--- src/lfsl_pkg.sv ---
// ----------------------------------------------------------------------------
// lfsl_pkg
// shared types and constants of the line follower steering and speed loop
// ----------------------------------------------------------------------------
package lfsl_pkg;

  localparam int PWM_MAX_DEF  = 999;
  localparam int ADC_BITS_DEF = 12;

  localparam int DEADBAND_Q15 = 983;
  localparam int THRESH_Q15   = 13108;
  localparam int INTEG_LIMIT  = 1000;
  localparam int DELTA_LIMIT  = 15 * 256;

  localparam logic [2:0] REG_BASE_SPEED  = 3'd0;
  localparam logic [2:0] REG_SERVO_CTR   = 3'd1;
  localparam logic [2:0] REG_SERVO_LO    = 3'd2;
  localparam logic [2:0] REG_SERVO_HI    = 3'd3;
  localparam logic [2:0] REG_STEER_KP    = 3'd4;
  localparam logic [2:0] REG_STEER_KD    = 3'd5;
  localparam logic [2:0] REG_SPEED_KP    = 3'd6;
  localparam logic [2:0] REG_SPEED_KI    = 3'd7;

  typedef enum logic [3:0] {
    ST_IDLE,
    ST_DIV,
    ST_ERR,
    ST_STEER_P,
    ST_STEER_D,
    ST_SERVO,
    ST_WHEEL_L_P,
    ST_WHEEL_L_I,
    ST_WHEEL_R_P,
    ST_WHEEL_R_I,
    ST_OUT
  } lfsl_state_t;

  typedef struct packed {
    logic load;
    logic div_step;
    logic err_fix;
    logic steer_p;
    logic steer_d;
    logic servo;
    logic wl_p;
    logic wl_i;
    logic wr_p;
    logic wr_i;
    logic out_load;
  } lfsl_cmd_t;

  typedef struct packed {
    logic div_done;
  } lfsl_stat_t;

endpackage

--- src/lfsl_ctrl.sv ---
// ----------------------------------------------------------------------------
// lfsl_ctrl
// sequencer for one control tick
// ----------------------------------------------------------------------------
module lfsl_ctrl
  import lfsl_pkg::*;
(
  input  logic       clk,
  input  logic       rst_n,
  input  logic       in_valid,
  output logic       in_ready,
  input  logic       out_free,
  input  lfsl_stat_t stat,
  output lfsl_cmd_t  cmd
);

  lfsl_state_t state_r, state_nxt;

  always_ff @(posedge clk) begin
    if (!rst_n) begin
      state_r <= ST_IDLE;
    end else begin
      state_r <= state_nxt;
    end
  end

  always_comb begin
    state_nxt = state_r;
    unique case (state_r)
      ST_IDLE:      if (in_valid) state_nxt = ST_DIV;
      ST_DIV:       if (stat.div_done) state_nxt = ST_ERR;
      ST_ERR:       state_nxt = ST_STEER_P;
      ST_STEER_P:   state_nxt = ST_STEER_D;
      ST_STEER_D:   state_nxt = ST_SERVO;
      ST_SERVO:     state_nxt = ST_WHEEL_L_P;
      ST_WHEEL_L_P: state_nxt = ST_WHEEL_L_I;
      ST_WHEEL_L_I: state_nxt = ST_WHEEL_R_P;
      ST_WHEEL_R_P: state_nxt = ST_WHEEL_R_I;
      ST_WHEEL_R_I: state_nxt = ST_OUT;
      ST_OUT:       if (out_free) state_nxt = ST_IDLE;
      default:      state_nxt = ST_IDLE;
    endcase
  end

  always_comb begin
    cmd      = '0;
    in_ready = 1'b0;
    unique case (state_r)
      ST_IDLE: begin
        in_ready = 1'b1;
        cmd.load = in_valid;
      end
      ST_DIV:       cmd.div_step = 1'b1;
      ST_ERR:       cmd.err_fix  = 1'b1;
      ST_STEER_P:   cmd.steer_p  = 1'b1;
      ST_STEER_D:   cmd.steer_d  = 1'b1;
      ST_SERVO:     cmd.servo    = 1'b1;
      ST_WHEEL_L_P: cmd.wl_p     = 1'b1;
      ST_WHEEL_L_I: cmd.wl_i     = 1'b1;
      ST_WHEEL_R_P: cmd.wr_p     = 1'b1;
      ST_WHEEL_R_I: cmd.wr_i     = 1'b1;
      ST_OUT:       cmd.out_load = out_free;
      default:      cmd = '0;
    endcase
  end

endmodule

--- src/lfsl_dp.sv ---
// ----------------------------------------------------------------------------
// lfsl_dp
// datapath: restoring divider, shared multiplier, state and output register
// ----------------------------------------------------------------------------
module lfsl_dp
  import lfsl_pkg::*;
#(
  parameter int PWM_MAX  = PWM_MAX_DEF,
  parameter int ADC_BITS = ADC_BITS_DEF
)(
  input  logic               clk,
  input  logic               rst_n,
  input  lfsl_cmd_t          cmd,
  output lfsl_stat_t         stat,
  input  logic               cfg_write_en,
  input  logic [2:0]         cfg_index,
  input  logic [15:0]        cfg_data,
  input  logic [11:0]        in_adc_left,
  input  logic [11:0]        in_adc_middle,
  input  logic [11:0]        in_adc_right,
  input  logic [15:0]        in_enc_left_count,
  input  logic [15:0]        in_enc_right_count,
  output logic               out_valid,
  input  logic               out_ready,
  output logic               out_free,
  output logic [14:0]        out_servo_pulse,
  output logic [9:0]         out_pwm_left,
  output logic [9:0]         out_pwm_right,
  output logic signed [15:0] out_line_error,
  output logic               out_large_deviation
);

  localparam int PW    = $clog2(PWM_MAX + 1);
  localparam int ADC_W = (ADC_BITS < 12) ? ADC_BITS : 12;

  // configuration
  logic signed [15:0] base_r, skp_r, skd_r, vkp_r, vki_r;
  logic [14:0]        ctr_r, lo_r, hi_r;

  always_ff @(posedge clk) begin
    if (!rst_n) begin
      base_r <= 16'sd300;
      ctr_r  <= 15'd1500;
      lo_r   <= 15'd1000;
      hi_r   <= 15'd2000;
      skp_r  <= 16'sd2560;
      skd_r  <= 16'sd512;
      vkp_r  <= 16'sd154;
      vki_r  <= 16'sd0;
    end else if (cfg_write_en) begin
      unique case (cfg_index)
        REG_BASE_SPEED: base_r <= cfg_data;
        REG_SERVO_CTR:  ctr_r  <= cfg_data[14:0];
        REG_SERVO_LO:   lo_r   <= cfg_data[14:0];
        REG_SERVO_HI:   hi_r   <= cfg_data[14:0];
        REG_STEER_KP:   skp_r  <= cfg_data;
        REG_STEER_KD:   skd_r  <= cfg_data;
        REG_SPEED_KP:   vkp_r  <= cfg_data;
        REG_SPEED_KI:   vki_r  <= cfg_data;
        default:        base_r <= base_r;
      endcase
    end
  end

  // state
  logic signed [15:0] prev_err_r;
  logic signed [10:0] integ_l_r, integ_r_r;
  logic [15:0]        encp_l_r, encp_r_r;

  // working registers
  logic [15:0]        enc_l_r, enc_r_r;
  logic               neg_r;
  logic [13:0]        den_r;
  logic [27:0]        quo_r;
  logic [14:0]        rem_r;
  logic [4:0]         cnt_r;
  logic signed [16:0] e_r;
  logic               large_r;
  logic signed [7:0]  t_r;
  logic signed [40:0] acc_r;
  logic [14:0]        servo_r;
  logic [PW-1:0]      pwm_l_r, pwm_r_r;

  // outputs
  logic               ov_r;
  logic [14:0]        o_servo_r;
  logic [9:0]         o_pl_r, o_pr_r;
  logic signed [15:0] o_err_r;
  logic               o_large_r;

  logic [ADC_W-1:0] l_a, m_a, r_a;
  logic [13:0]      sum_w;
  logic [12:0]      diff_mag;
  assign l_a      = in_adc_left[ADC_W-1:0];
  assign m_a      = in_adc_middle[ADC_W-1:0];
  assign r_a      = in_adc_right[ADC_W-1:0];
  assign sum_w    = 14'(l_a) + 14'(m_a) + 14'(r_a);
  assign diff_mag = (r_a >= l_a) ? 13'(r_a - l_a) : 13'(l_a - r_a);

  // restoring divider step
  logic [15:0] trial;
  assign trial = {rem_r, quo_r[27]} - {2'b0, den_r};
  assign stat.div_done = (cnt_r == 5'd27);

  // shared multiplier, 17 x 16
  logic signed [16:0] ma;
  logic signed [15:0] mb;
  logic signed [32:0] prod;
  assign prod = ma * mb;

  logic signed [16:0] err_l, err_r;
  logic signed [15:0] tgt_l, tgt_r;
  assign tgt_l   = base_r - 16'(t_r);
  assign tgt_r   = base_r + 16'(t_r);
  assign err_l   = 17'(tgt_l) - 17'(signed'(enc_l_r - encp_l_r));
  assign err_r   = 17'(tgt_r) - 17'(signed'(enc_r_r - encp_r_r));

  logic signed [17:0] integ_sum;
  logic signed [10:0] integ_new;
  assign integ_sum = cmd.wl_p ? 18'(integ_l_r) + 18'(err_l) : 18'(integ_r_r) + 18'(err_r);
  always_comb begin
    if (integ_sum > 18'sd1000)       integ_new = 11'sd1000;
    else if (integ_sum < -18'sd1000) integ_new = -11'sd1000;
    else                             integ_new = 11'(integ_sum);
  end

  always_comb begin
    ma = '0;
    mb = '0;
    priority if (cmd.steer_p) begin
      ma = e_r;
      mb = skp_r;
    end else if (cmd.steer_d) begin
      ma = e_r - 17'(prev_err_r);
      mb = skd_r;
    end else if (cmd.wl_p) begin
      ma = err_l;
      mb = vkp_r;
    end else if (cmd.wr_p) begin
      ma = err_r;
      mb = vkp_r;
    end else if (cmd.wl_i) begin
      ma = 17'(integ_l_r);
      mb = vki_r;
    end else if (cmd.wr_i) begin
      ma = 17'(integ_r_r);
      mb = vki_r;
    end
  end

  // servo from acc
  logic signed [44:0] acc12;
  logic signed [44:0] off_w;
  logic signed [45:0] pulse_w;
  logic signed [45:0] lim_lo;
  assign acc12 = (45'(acc_r) <<< 3) + (45'(acc_r) <<< 2);
  assign off_w = (acc12 < 0) ? -((-acc12) >>> 23) : (acc12 >>> 23);
  assign pulse_w = large_r ? 46'($signed({1'b0, ctr_r})) + 46'(off_w)
                           : 46'($signed({1'b0, ctr_r}));
  assign lim_lo = (pulse_w < 46'($signed({1'b0, lo_r}))) ? 46'($signed({1'b0, lo_r})) : pulse_w;

  // pwm from proportional term in acc plus integral product
  logic signed [40:0] acc_sum;
  logic signed [40:0] delta;
  logic signed [17:0] bduty;
  logic signed [42:0] v_w;
  logic [PW-1:0]      pwm_w;
  assign acc_sum = acc_r + 41'(prod);
  assign delta = (acc_sum > 41'sd3840) ? 41'sd3840 :
                 (acc_sum < -41'sd3840) ? -41'sd3840 : acc_sum;
  assign bduty = (base_r < 0) ? 18'sd0 :
                 (18'(base_r) > 18'(PWM_MAX)) ? 18'(PWM_MAX) : 18'(base_r);
  assign v_w = (43'(bduty) <<< 8) + 43'(delta);
  always_comb begin
    if (v_w < 0)                        pwm_w = '0;
    else if ((v_w >>> 8) > 43'(PWM_MAX)) pwm_w = PW'(PWM_MAX);
    else                                pwm_w = PW'(v_w >>> 8);
  end

  // e from quotient
  logic [28:0] qs;
  logic [15:0] mag_w;
  assign qs = (quo_r > 28'd32767 && !neg_r) ? 29'd32767 : 29'(quo_r);
  assign mag_w = 16'(qs);

  // turn term
  logic signed [24:0] te;
  assign te = 25'(mag_w) * 25'sd120;

  always_ff @(posedge clk) begin
    if (!rst_n) begin
      prev_err_r <= '0;
      integ_l_r  <= '0;
      integ_r_r  <= '0;
      encp_l_r   <= '0;
      encp_r_r   <= '0;
      ov_r       <= 1'b0;
    end else begin
      if (cmd.wl_p) begin
        integ_l_r <= integ_new;
        encp_l_r  <= enc_l_r;
      end
      if (cmd.wr_p) begin
        integ_r_r <= integ_new;
        encp_r_r  <= enc_r_r;
      end
      if (cmd.steer_d && large_r) prev_err_r <= 16'(e_r);
      if (cmd.out_load)          ov_r <= 1'b1;
      else if (out_ready)        ov_r <= 1'b0;
    end
  end

  always_ff @(posedge clk) begin
    if (cmd.load) begin
      enc_l_r <= in_enc_left_count;
      enc_r_r <= in_enc_right_count;
      neg_r   <= (l_a > r_a);
      den_r   <= sum_w;
      quo_r   <= (sum_w == '0) ? 28'd0 : {diff_mag[12:0], 15'd0};
      rem_r   <= '0;
      cnt_r   <= '0;
    end
    if (cmd.div_step) begin
      cnt_r <= cnt_r + 5'd1;
      if (!trial[15]) begin
        rem_r <= trial[14:0];
        quo_r <= {quo_r[26:0], 1'b1};
      end else begin
        rem_r <= {rem_r[13:0], quo_r[27]};
        quo_r <= {quo_r[26:0], 1'b0};
      end
    end
    if (cmd.err_fix) begin
      // zero sensor sum gives zero error
      if (den_r == '0 || mag_w <= 16'(DEADBAND_Q15)) begin
        e_r     <= '0;
        large_r <= 1'b0;
        t_r     <= '0;
      end else begin
        e_r     <= neg_r ? -17'(mag_w) : 17'(mag_w);
        large_r <= (mag_w >= 16'(THRESH_Q15));
        t_r     <= (mag_w >= 16'(THRESH_Q15)) ?
                   (neg_r ? -8'(te >>> 15) : 8'(te >>> 15)) : 8'sd0;
      end
    end
    if (cmd.steer_p) acc_r <= 41'(prod);
    if (cmd.steer_d) acc_r <= acc_r + 41'(prod);
    if (cmd.servo)   servo_r <= (lim_lo > 46'($signed({1'b0, hi_r}))) ? hi_r : 15'(lim_lo);
    if (cmd.wl_p || cmd.wr_p) acc_r <= 41'(prod);
    if (cmd.wl_i)    pwm_l_r <= pwm_w;
    if (cmd.wr_i)    pwm_r_r <= pwm_w;
    if (cmd.out_load) begin
      o_servo_r <= servo_r;
      o_pl_r    <= 10'(pwm_l_r);
      o_pr_r    <= 10'(pwm_r_r);
      o_err_r   <= 16'(e_r);
      o_large_r <= large_r;
    end
  end

  assign out_free            = !ov_r || out_ready;
  assign out_valid           = ov_r;
  assign out_servo_pulse     = o_servo_r;
  assign out_pwm_left        = o_pl_r;
  assign out_pwm_right       = o_pr_r;
  assign out_line_error      = o_err_r;
  assign out_large_deviation = o_large_r;

endmodule

--- src/line_follow_steer_speed_loop_unit.sv ---
// ----------------------------------------------------------------------------
// line_follow_steer_speed_loop_unit
// three sensor line follower: steering pd loop and two wheel pi speed loops
// ----------------------------------------------------------------------------
// channel  direction  handshake
// in_      input      in_valid / in_ready
// out_     output     out_valid / out_ready
// cfg_     input      cfg_write_en, no wait
// each request passes in order through accept, the restoring divider, the
// error fix, the steering terms and servo, the wheel terms and the load of
// the output register; a new request is accepted only back in idle.
// reset clears the loop state and loads register defaults.
// a waiting result stalls only the final load into the output register.
// ----------------------------------------------------------------------------
module line_follow_steer_speed_loop_unit
  import lfsl_pkg::*;
#(
  parameter int PWM_MAX  = PWM_MAX_DEF,
  parameter int ADC_BITS = ADC_BITS_DEF
)(
  input  logic               clk,
  input  logic               rst_n,
  input  logic               cfg_write_en,
  input  logic [2:0]         cfg_index,
  input  logic [15:0]        cfg_data,
  input  logic               in_valid,
  output logic               in_ready,
  input  logic [11:0]        in_adc_left,
  input  logic [11:0]        in_adc_middle,
  input  logic [11:0]        in_adc_right,
  input  logic [15:0]        in_enc_left_count,
  input  logic [15:0]        in_enc_right_count,
  output logic               out_valid,
  input  logic               out_ready,
  output logic [14:0]        out_servo_pulse,
  output logic [9:0]         out_pwm_left,
  output logic [9:0]         out_pwm_right,
  output logic signed [15:0] out_line_error,
  output logic               out_large_deviation
);

  lfsl_cmd_t  cmd;
  lfsl_stat_t stat;
  logic       out_free;

  lfsl_ctrl u_ctrl (
    .clk      (clk),
    .rst_n    (rst_n),
    .in_valid (in_valid),
    .in_ready (in_ready),
    .out_free (out_free),
    .stat     (stat),
    .cmd      (cmd)
  );

  lfsl_dp #(
    .PWM_MAX  (PWM_MAX),
    .ADC_BITS (ADC_BITS)
  ) u_dp (
    .clk                 (clk),
    .rst_n               (rst_n),
    .cmd                 (cmd),
    .stat                (stat),
    .cfg_write_en        (cfg_write_en),
    .cfg_index           (cfg_index),
    .cfg_data            (cfg_data),
    .in_adc_left         (in_adc_left),
    .in_adc_middle       (in_adc_middle),
    .in_adc_right        (in_adc_right),
    .in_enc_left_count   (in_enc_left_count),
    .in_enc_right_count  (in_enc_right_count),
    .out_valid           (out_valid),
    .out_ready           (out_ready),
    .out_free            (out_free),
    .out_servo_pulse     (out_servo_pulse),
    .out_pwm_left        (out_pwm_left),
    .out_pwm_right       (out_pwm_right),
    .out_line_error      (out_line_error),
    .out_large_deviation (out_large_deviation)
  );

endmodule

--- config.mk ---
export PLATFORM = sky130hd
export DESIGN_NAME = line_follow_steer_speed_loop_unit
export DESIGN_NICKNAME = d
export VERILOG_FILES = /design/src/lfsl_pkg.sv /design/src/lfsl_ctrl.sv /design/src/lfsl_dp.sv /design/src/line_follow_steer_speed_loop_unit.sv
export SDC_FILE = /design/constraint.sdc
export NUM_CORES = 2
export LEC_CHECK = 0
export BUFFER_PORTS_ARGS = -buffer_cell sky130_fd_sc_hd__buf_4
export CAP_MARGIN = 20
export CELL_PAD_IN_SITES_DETAIL_PLACEMENT = 2
export CELL_PAD_IN_SITES_GLOBAL_PLACEMENT = 2
export CORE_ASPECT_RATIO = 0.5
export CORE_MARGIN = 2
export CORE_UTILIZATION = 25
export DETAILED_ROUTE_END_ITERATION = 7
export PLACE_DENSITY_LB_ADDON = 0.1
export SYNTH_ARGS = -nofsm -noshare
export SYNTH_HDL_FRONTEND = slang
export SYNTH_HIERARCHICAL = 1
export SYNTH_SLANG_ARGS = --single-unit
--- constraint.sdc ---
create_clock -name clk -period 23.4 [get_ports clk]
set_input_delay 3.51 -clock clk [delete_from_list [all_inputs] [get_ports clk]]
set_output_delay 3.51 -clock clk [all_outputs]
set_load 0.03 [all_outputs]
# [Yosys cells after proc, flatten, opt, wreduce, memory -nomap -nowiden]
# Index checks and enable logic that the tools add are counted.
[word_totals] ff_bits=449 input_bits=92 output_inout_bits=54 elab_cells=183
[classes] addsub=23 multipliers=2 n_lt_le_gt_ge=16 eq_ne=21 muxes=59 bitwise_logic=2 reduce_logical=25
[op_table] op="$mux 41" n=5
[op_table] op="$mux 16" n=8
[op_table] op="$mux 17" n=6
[op_table] op="$mux 46" n=2
[op_table] op="$mux 28" n=3
[op_table] op="$mux 15" n=4
[op_table] op="$mux 18" n=3
[op_table] op="$add 16x45->46" n=1
[op_table] op="$gt 46x16->1" n=1
[op_table] op="$lt 46x16->1" n=1
[op_table] op="$add 44x43->45" n=1
[op_table] op="$lt 45x1->1 const B" n=1
[op_table] op="$mux 45" n=1
[op_table] op="$neg 22->45" n=1
[op_table] op="$neg 45->45" n=1
[op_table] op="$pmux 4 s11" n=1
[op_table] op="$add 26x41->42" n=1
[op_table] op="$lt 42x1->1 const B" n=1
[op_table] op="$add 41x33->41" n=1
[op_table] op="$gt 41x13->1 const B" n=1
[op_table] op="$lt 41x13->1 const B" n=1
[op_table] op="$add 11x17->18" n=2
[op_table] op="$gt 34x11->1 const B" n=1
[op_table] op="$sub 16x16->17" n=2
[op_table] op="51 further kinds" n=98

# [Depth between registers and ports, before layout]
[logic_depth] ltp_word=17 mapped_depth=92 depth_no_buf=89

# [Cells and area by module]
# The synthesis kept the hierarchy.
[modules_own_cells] mod="lfsl_dp" instances=1 cells_per_inst=5622 area_each_um2=47548.1 seq_area_each_um2=11400.9
[modules_own_cells] mod="lfsl_ctrl" instances=1 cells_per_inst=45 area_each_um2=349.1 seq_area_each_um2=80.1

# [Worst setup path after synthesis]
# No wires, ideal clock.
[synth_path] kind="register -> register" start="register u_dp.encp_r_r[1]" end="register u_dp.pwm_l_r[0], data pin" setup_time_ps=297 arrival_time_ps=19014 t_required_ps=23103 path_slack_ps=4090 path_stages_with_launch=87 path_buffers=6 synth_period_minus_slack_ps=19310 cell_sequence="dfxtp_1 > inv_1 > ha_1 > nor2b_1 > o21ai_0 > a21oi_1 > o21ai_0 > a21oi_1 > o21ai_0 > a21oi_1 > o21ai_0 > a21oi_1 > o21ai_0 > a21oi_1 > o21ai_0 > nand2b_1 > a21o_1 > a21oi_1 > [... 51 more ...] > fa_1 > a21o_1 > a21oi_1 > o21bai_1 > a21oi_1 > o21ai_0 > a21oi_1 > o21bai_1 > a21oi_1 > a21oi_1 > o41ai_1 > nor3_1 > or4b_2 > o211ai_1 > a31o_2 > nand4_1 > a211oi_1 > a21oi_1"
[synth_between] elab_chain_len=15 elab_cells_between_ends=17 cone_classes="add/sub: 4; mul: 1; order compare: 4; mux: 8"
[synth_lines] item="start: declaration" line_no="lfsl_dp.sv:68" text="logic [15:0] encp_l_r, encp_r_r;"
[synth_lines] item="start signal: assignment" line_no="lfsl_dp.sv:205" text="encp_r_r <= enc_r_r;"
[synth_lines] item="$sub 16x16->16 *" line_no="lfsl_dp.sv:116" text="assign err_r = 17'(tgt_r) - 17'(signed'(enc_r_r - encp_r_r));"
[synth_lines] item="$sub 16x16->17 *" line_no="lfsl_dp.sv:116"
[synth_lines] item="$mux 17 *" line_no="lfsl_dp.sv:139" text="end else if (cmd.wr_p) begin"
[synth_lines] item="$mux 17 *" line_no="lfsl_dp.sv:136" text="end else if (cmd.wl_p) begin"
[synth_lines] item="$mux 17 *" line_no="lfsl_dp.sv:133" text="end else if (cmd.steer_d) begin"
[synth_lines] item="$mux 17 *" line_no="lfsl_dp.sv:130" text="priority if (cmd.steer_p) begin"
[synth_lines] item="$mul 17x16->33 *" line_no="lfsl_dp.sv:109" text="assign prod = ma * mb;"
[synth_lines] item="$add 41x33->41 *" line_no="lfsl_dp.sv:168" text="assign acc_sum = acc_r + 41'(prod);"
[synth_lines] item="$lt 41x13->1" line_no="lfsl_dp.sv:170" text="(acc_sum < -41'sd3840) ? -41'sd3840 : acc_sum;"
[synth_lines] item="$mux 41" line_no="lfsl_dp.sv:170"
[synth_lines] item="$mux 41 *" line_no="lfsl_dp.sv:169" text="assign delta = (acc_sum > 41'sd3840) ? 41'sd3840 :"
[synth_lines] item="$add 26x41->42 *" line_no="lfsl_dp.sv:173" text="assign v_w = (43'(bduty) <<< 8) + 43'(delta);"
[synth_lines] item="$gt 34x11->1" line_no="lfsl_dp.sv:176" text="else if ((v_w >>> 8) > 43'(PWM_MAX)) pwm_w = PW'(PWM_MAX);"
[synth_lines] item="$mux 10" line_no="lfsl_dp.sv:176"
[synth_lines] item="$mux 10 *" line_no="lfsl_dp.sv:175" text="if (v_w < 0) pwm_w = '0;"
[synth_lines] item="net u_dp.pwm_w[0]" line_no="lfsl_dp.sv:167" text="logic [PW-1:0] pwm_w;"
[synth_lines] item="end signal: assignment" line_no="lfsl_dp.sv:250" text="if (cmd.wl_i) pwm_l_r <= pwm_w;"
[synth_lines] item="end: declaration" line_no="lfsl_dp.sv:82" text="logic [PW-1:0] pwm_l_r, pwm_r_r;"
# The timed path passes the listed nets; every way through them passes the cells marked *.
# A chain may end at the register's enable or synchronous reset.

# [Worst setup path in the final report]
[layout_path] start="register u_dp.encp_r_r[1]" end="register u_dp.pwm_l_r[2], data pin"
# The elaborated chain is that of the path after synthesis.

==> impl_metrics.csv <==
group,metric,value,unit
routing,drc,0,
yosys,ys.warnings.count,6,
yosys,yosys_most_used_dff,"edfxtp_1",
power_and_ir_drop,fin_total_pwr,4.10,mW
cells_and_area,final_cell_count_no_fill,8348,
floorplan,die_h,314,µm
clocking,worstSkewPairLatency,0.74,ns
critical_path,worst-path-max-fanout,16,
critical_path,end_kind,"register",
clocking,cts-hold-fix-buffers,0,
routing,drtIter0Drc,1649,
clocking,numCtsBuffers,57,
power_and_ir_drop,vdd_drop_max,0.0627,mV
floorplan,dieArea,195000,µm²
yosys,synth_edf_count,249,
run_status,status,"complete, no violations",
floorplan,io_pins,146,
yosys,synth_seq_area_share,24.0,%
yosys,synth.distinct_cells,112,
placed_design,gp_congestion,0.833,
job,drv_cap,0,
critical_path,worst-path-buf-inv,9,
sta,final.setup_skew,0.0814,ns
sta,fmax,46.8,MHz
sta,fin_crit,21.36,ns
clocking,cts_setup_buffers,0,
routing,final_antenna_net_count,0,
sta,finalMaxSlewViolations,0,
routing,routedWlPerCell,22.5,µm
critical_path,crit_path_top_delay_cell,"o41ai_1",
clocking,htree_levels,2,
yosys,avgSynthCellArea,8.45,µm²
routing,vias,41300,
cells_and_area,regMostFlops,"u_dp/acc_r",
global_routing,grt_max_degree,97,
critical_path,crit_type,"register to register",
routing,viasPerCell,4.95,
clocking,cts_resized,0,
sta,min_period_over_period,91.3,%
cells_and_area,drive_above_1_share,7.93,%
global_routing,grt_pass1_wl,288000,µm
critical_path,cp_data_required_time,23.81,ns
yosys,yosys.area.top_type,"edfxtp_1",
placed_design,dp.cells,8236,
clocking,clock_sinks,449,
critical_path,critPathLaunchType,"register",
critical_path,cp_top_family,"compound AO/OA/AOI/OAI gates",
global_routing,met1_usage,26.7,%
power_and_ir_drop,power.density,75.7,nW/µm²
floorplan,core_area,190000,µm²
cells_and_area,final_util,28.5,%
clocking,root_buffer,"clkbuf_16",
sta,tightest_slew,1.09,ns
clocking,clk_pin_slew_worst_paths,0.07,ns
critical_path,critical-path-max-stage-delay,0.89,ns
cells_and_area,num-fill-cells,21600,
clocking,cts_tree,"done",
critical_path,arrival,21.77,ns
global_routing,grt_util_met3,1.51,%
floorplan,start_util,25.2,%
clocking,clockBufferDepth,3,
yosys,synthCells,5667,
yosys,synth_area_leaders,"edfxtp_1, fa_1, ha_1, dfxtp_1, inv_1",
yosys,synth_area,47900,µm²
global_routing,antenna_found_initial,10,
routing,finalWirelength,188000,µm
sta,report.final.setup_viol,0,
placed_design,hpwl,151000,µm
cells_and_area,largest_reg_flops,41,
critical_path,cp_common_cell,"a21oi_1",
yosys,synth_top_area_share,15.6,%
placed_design,port_buffers,145,
routing,dr.pass1.iters,5,
sta,slew_headroom,26.8,%
global_routing,grtUsageMet2,32.4,%
sta,rsz0062_at_grt,"false",
yosys,synthArstFlopShare,0,%
global_routing,grt_use_total,19.1,%
global_routing,gr-total-overflow,0,
min_path,hold_class,"register to register",
floorplan,dieWidth,623,µm
power_and_ir_drop,p_leak,23.2,nW
sta,fin_tns_setup,0,ns
floorplan,fp-row-count,113,
global_routing,grt_pass1_vias,45900,
yosys,synth-seq-cells,449,
yosys,synth_common_cells,"inv_1, nand2_1, nor2_1",
cells_and_area,finalNetCount,6656,
sta,hold_violations,0,
cells_and_area,reg_top3,"u_dp/acc_r (41), u_dp/quo_r (28), u_dp/e_r (17)",
yosys,yosys.cell_count.top_type,"inv_1",
global_routing,gr-max-usage-layer,"met2",
cells_and_area,area_delta_synth_final,13.1,%
[logic make-up (layout without fill, tap and decap cells)]
logic type | Yosys count | after routing | share of synthesized area, %
buf+inv | 914 | 1059 | 7.31
fa+ha+maj | 797 | 797 | 25.9
simple gates | 1803 | 1803 | 17.5
mux | 116 | 116 | 2.59
xor+xnor | 286 | 286 | 5.26
other cells | 1 | 7 | 0.00783
compound gates | 1301 | 1301 | 17.4
flops | 449 | 449 | 24.0
[per-layer routing]
layer / vias to the layer above / wire length (µm)
met1: 21300 / 93000
met5: - / 0
met3: 132 / 3960
met4: 0 / 2790
li1: 19500 / -
met2: 370 / 88300
[power by group]
group          total [mW]  switching [mW]  internal, mW
registers           0.967          0.0454         0.922
clock network       0.978           0.422         0.556
logic                2.15            1.36         0.790
[worst paths after layout]
check / startpoint / to / slack [ns] / cells after the start
worst max-delay path: u_dp/encp_r_r[1]$_SDFFE_PN0P_ / u_dp/pwm_l_r[2]$_DFFE_PP_ / 2.04 / 78
worst min-delay path: u_dp/pwm_r_r[2]$_DFFE_PP_ / u_dp/out_pwm_right[2]$_DFFE_PP_ / 0.42 / 0
worst max register to register: u_dp/encp_r_r[1]$_SDFFE_PN0P_ / u_dp/pwm_l_r[2]$_DFFE_PP_ / 2.04 / 78
worst min register to register: u_dp/pwm_r_r[2]$_DFFE_PP_ / u_dp/out_pwm_right[2]$_DFFE_PP_ / 0.42 / 0
[worst register-to-register path: cells and delay by family, from the launching register on]
kind / cells / cell delay (ns)
xor+xnor: 1 / 0.24
simple gates: 14 / 2.81
flops: 1 / 0.38
buf+inv: 9 / 1.10
fa+ha+maj: 12 / 5.42
compound gates: 42 / 11.15
[through the flow]
| step | setup WS, ns | hold slack (ns) | cell area, µm² |
|---|---|---|---|
| 2_1_floorplan | 4.09 | 0.400 | 47900 |
| 3_3_place_gp | 2.84 | 0.404 | 52100 |
| 3_5_place_dp | 2.15 | 0.406 | 52200 |
| 4_1_cts | 2.09 | 0.420 | 54100 |
| 5_1_grt | 0.222 | 0.432 | 54200 |
| 6_report | 2.04 | 0.419 | 54200 |
[cell usage in the layout, fill, tap and decap left out, drive strengths merged, types with 38 or more instances in the layout]
cell | Yosys | routed
a211oi | 40 | 40
a21boi | 49 | 49
a21o | 120 | 120
a21oi | 419 | 419
and2 | 71 | 71
buf | 24 | 230
clkbuf | 170 | 71
dfxtp | 200 | 200
edfxtp | 249 | 249
fa | 325 | 325
ha | 472 | 472
inv | 720 | 729
mux2 | 38 | 38
mux2i | 78 | 78
nand2 | 692 | 692
nand2b | 79 | 79
nand3 | 110 | 110
nand4 | 43 | 43
nor2 | 481 | 481
nor2b | 70 | 70
nor3 | 71 | 71
o211ai | 43 | 43
o21a | 54 | 54
o21ai | 304 | 304
o21bai | 39 | 39
xnor2 | 184 | 184
xor2 | 101 | 101
[final cells by class]
cell class / count / area, µm² / share of cell area (%)
repair buffers: 231 / 1750 / 3.23
diodes: 2 / 5.00 / 0.00924
multi-input cells: 4308 / 33100 / 61.1
clock buffers: 70 / 1520 / 2.80
well taps: 2530 / 3170 / 5.84
clock inverters: 38 / 467 / 0.862
inverters: 720 / 2710 / 5.00
flip-flops and latches: 449 / 11500 / 21.2
(Power assumes the default switching activity.)
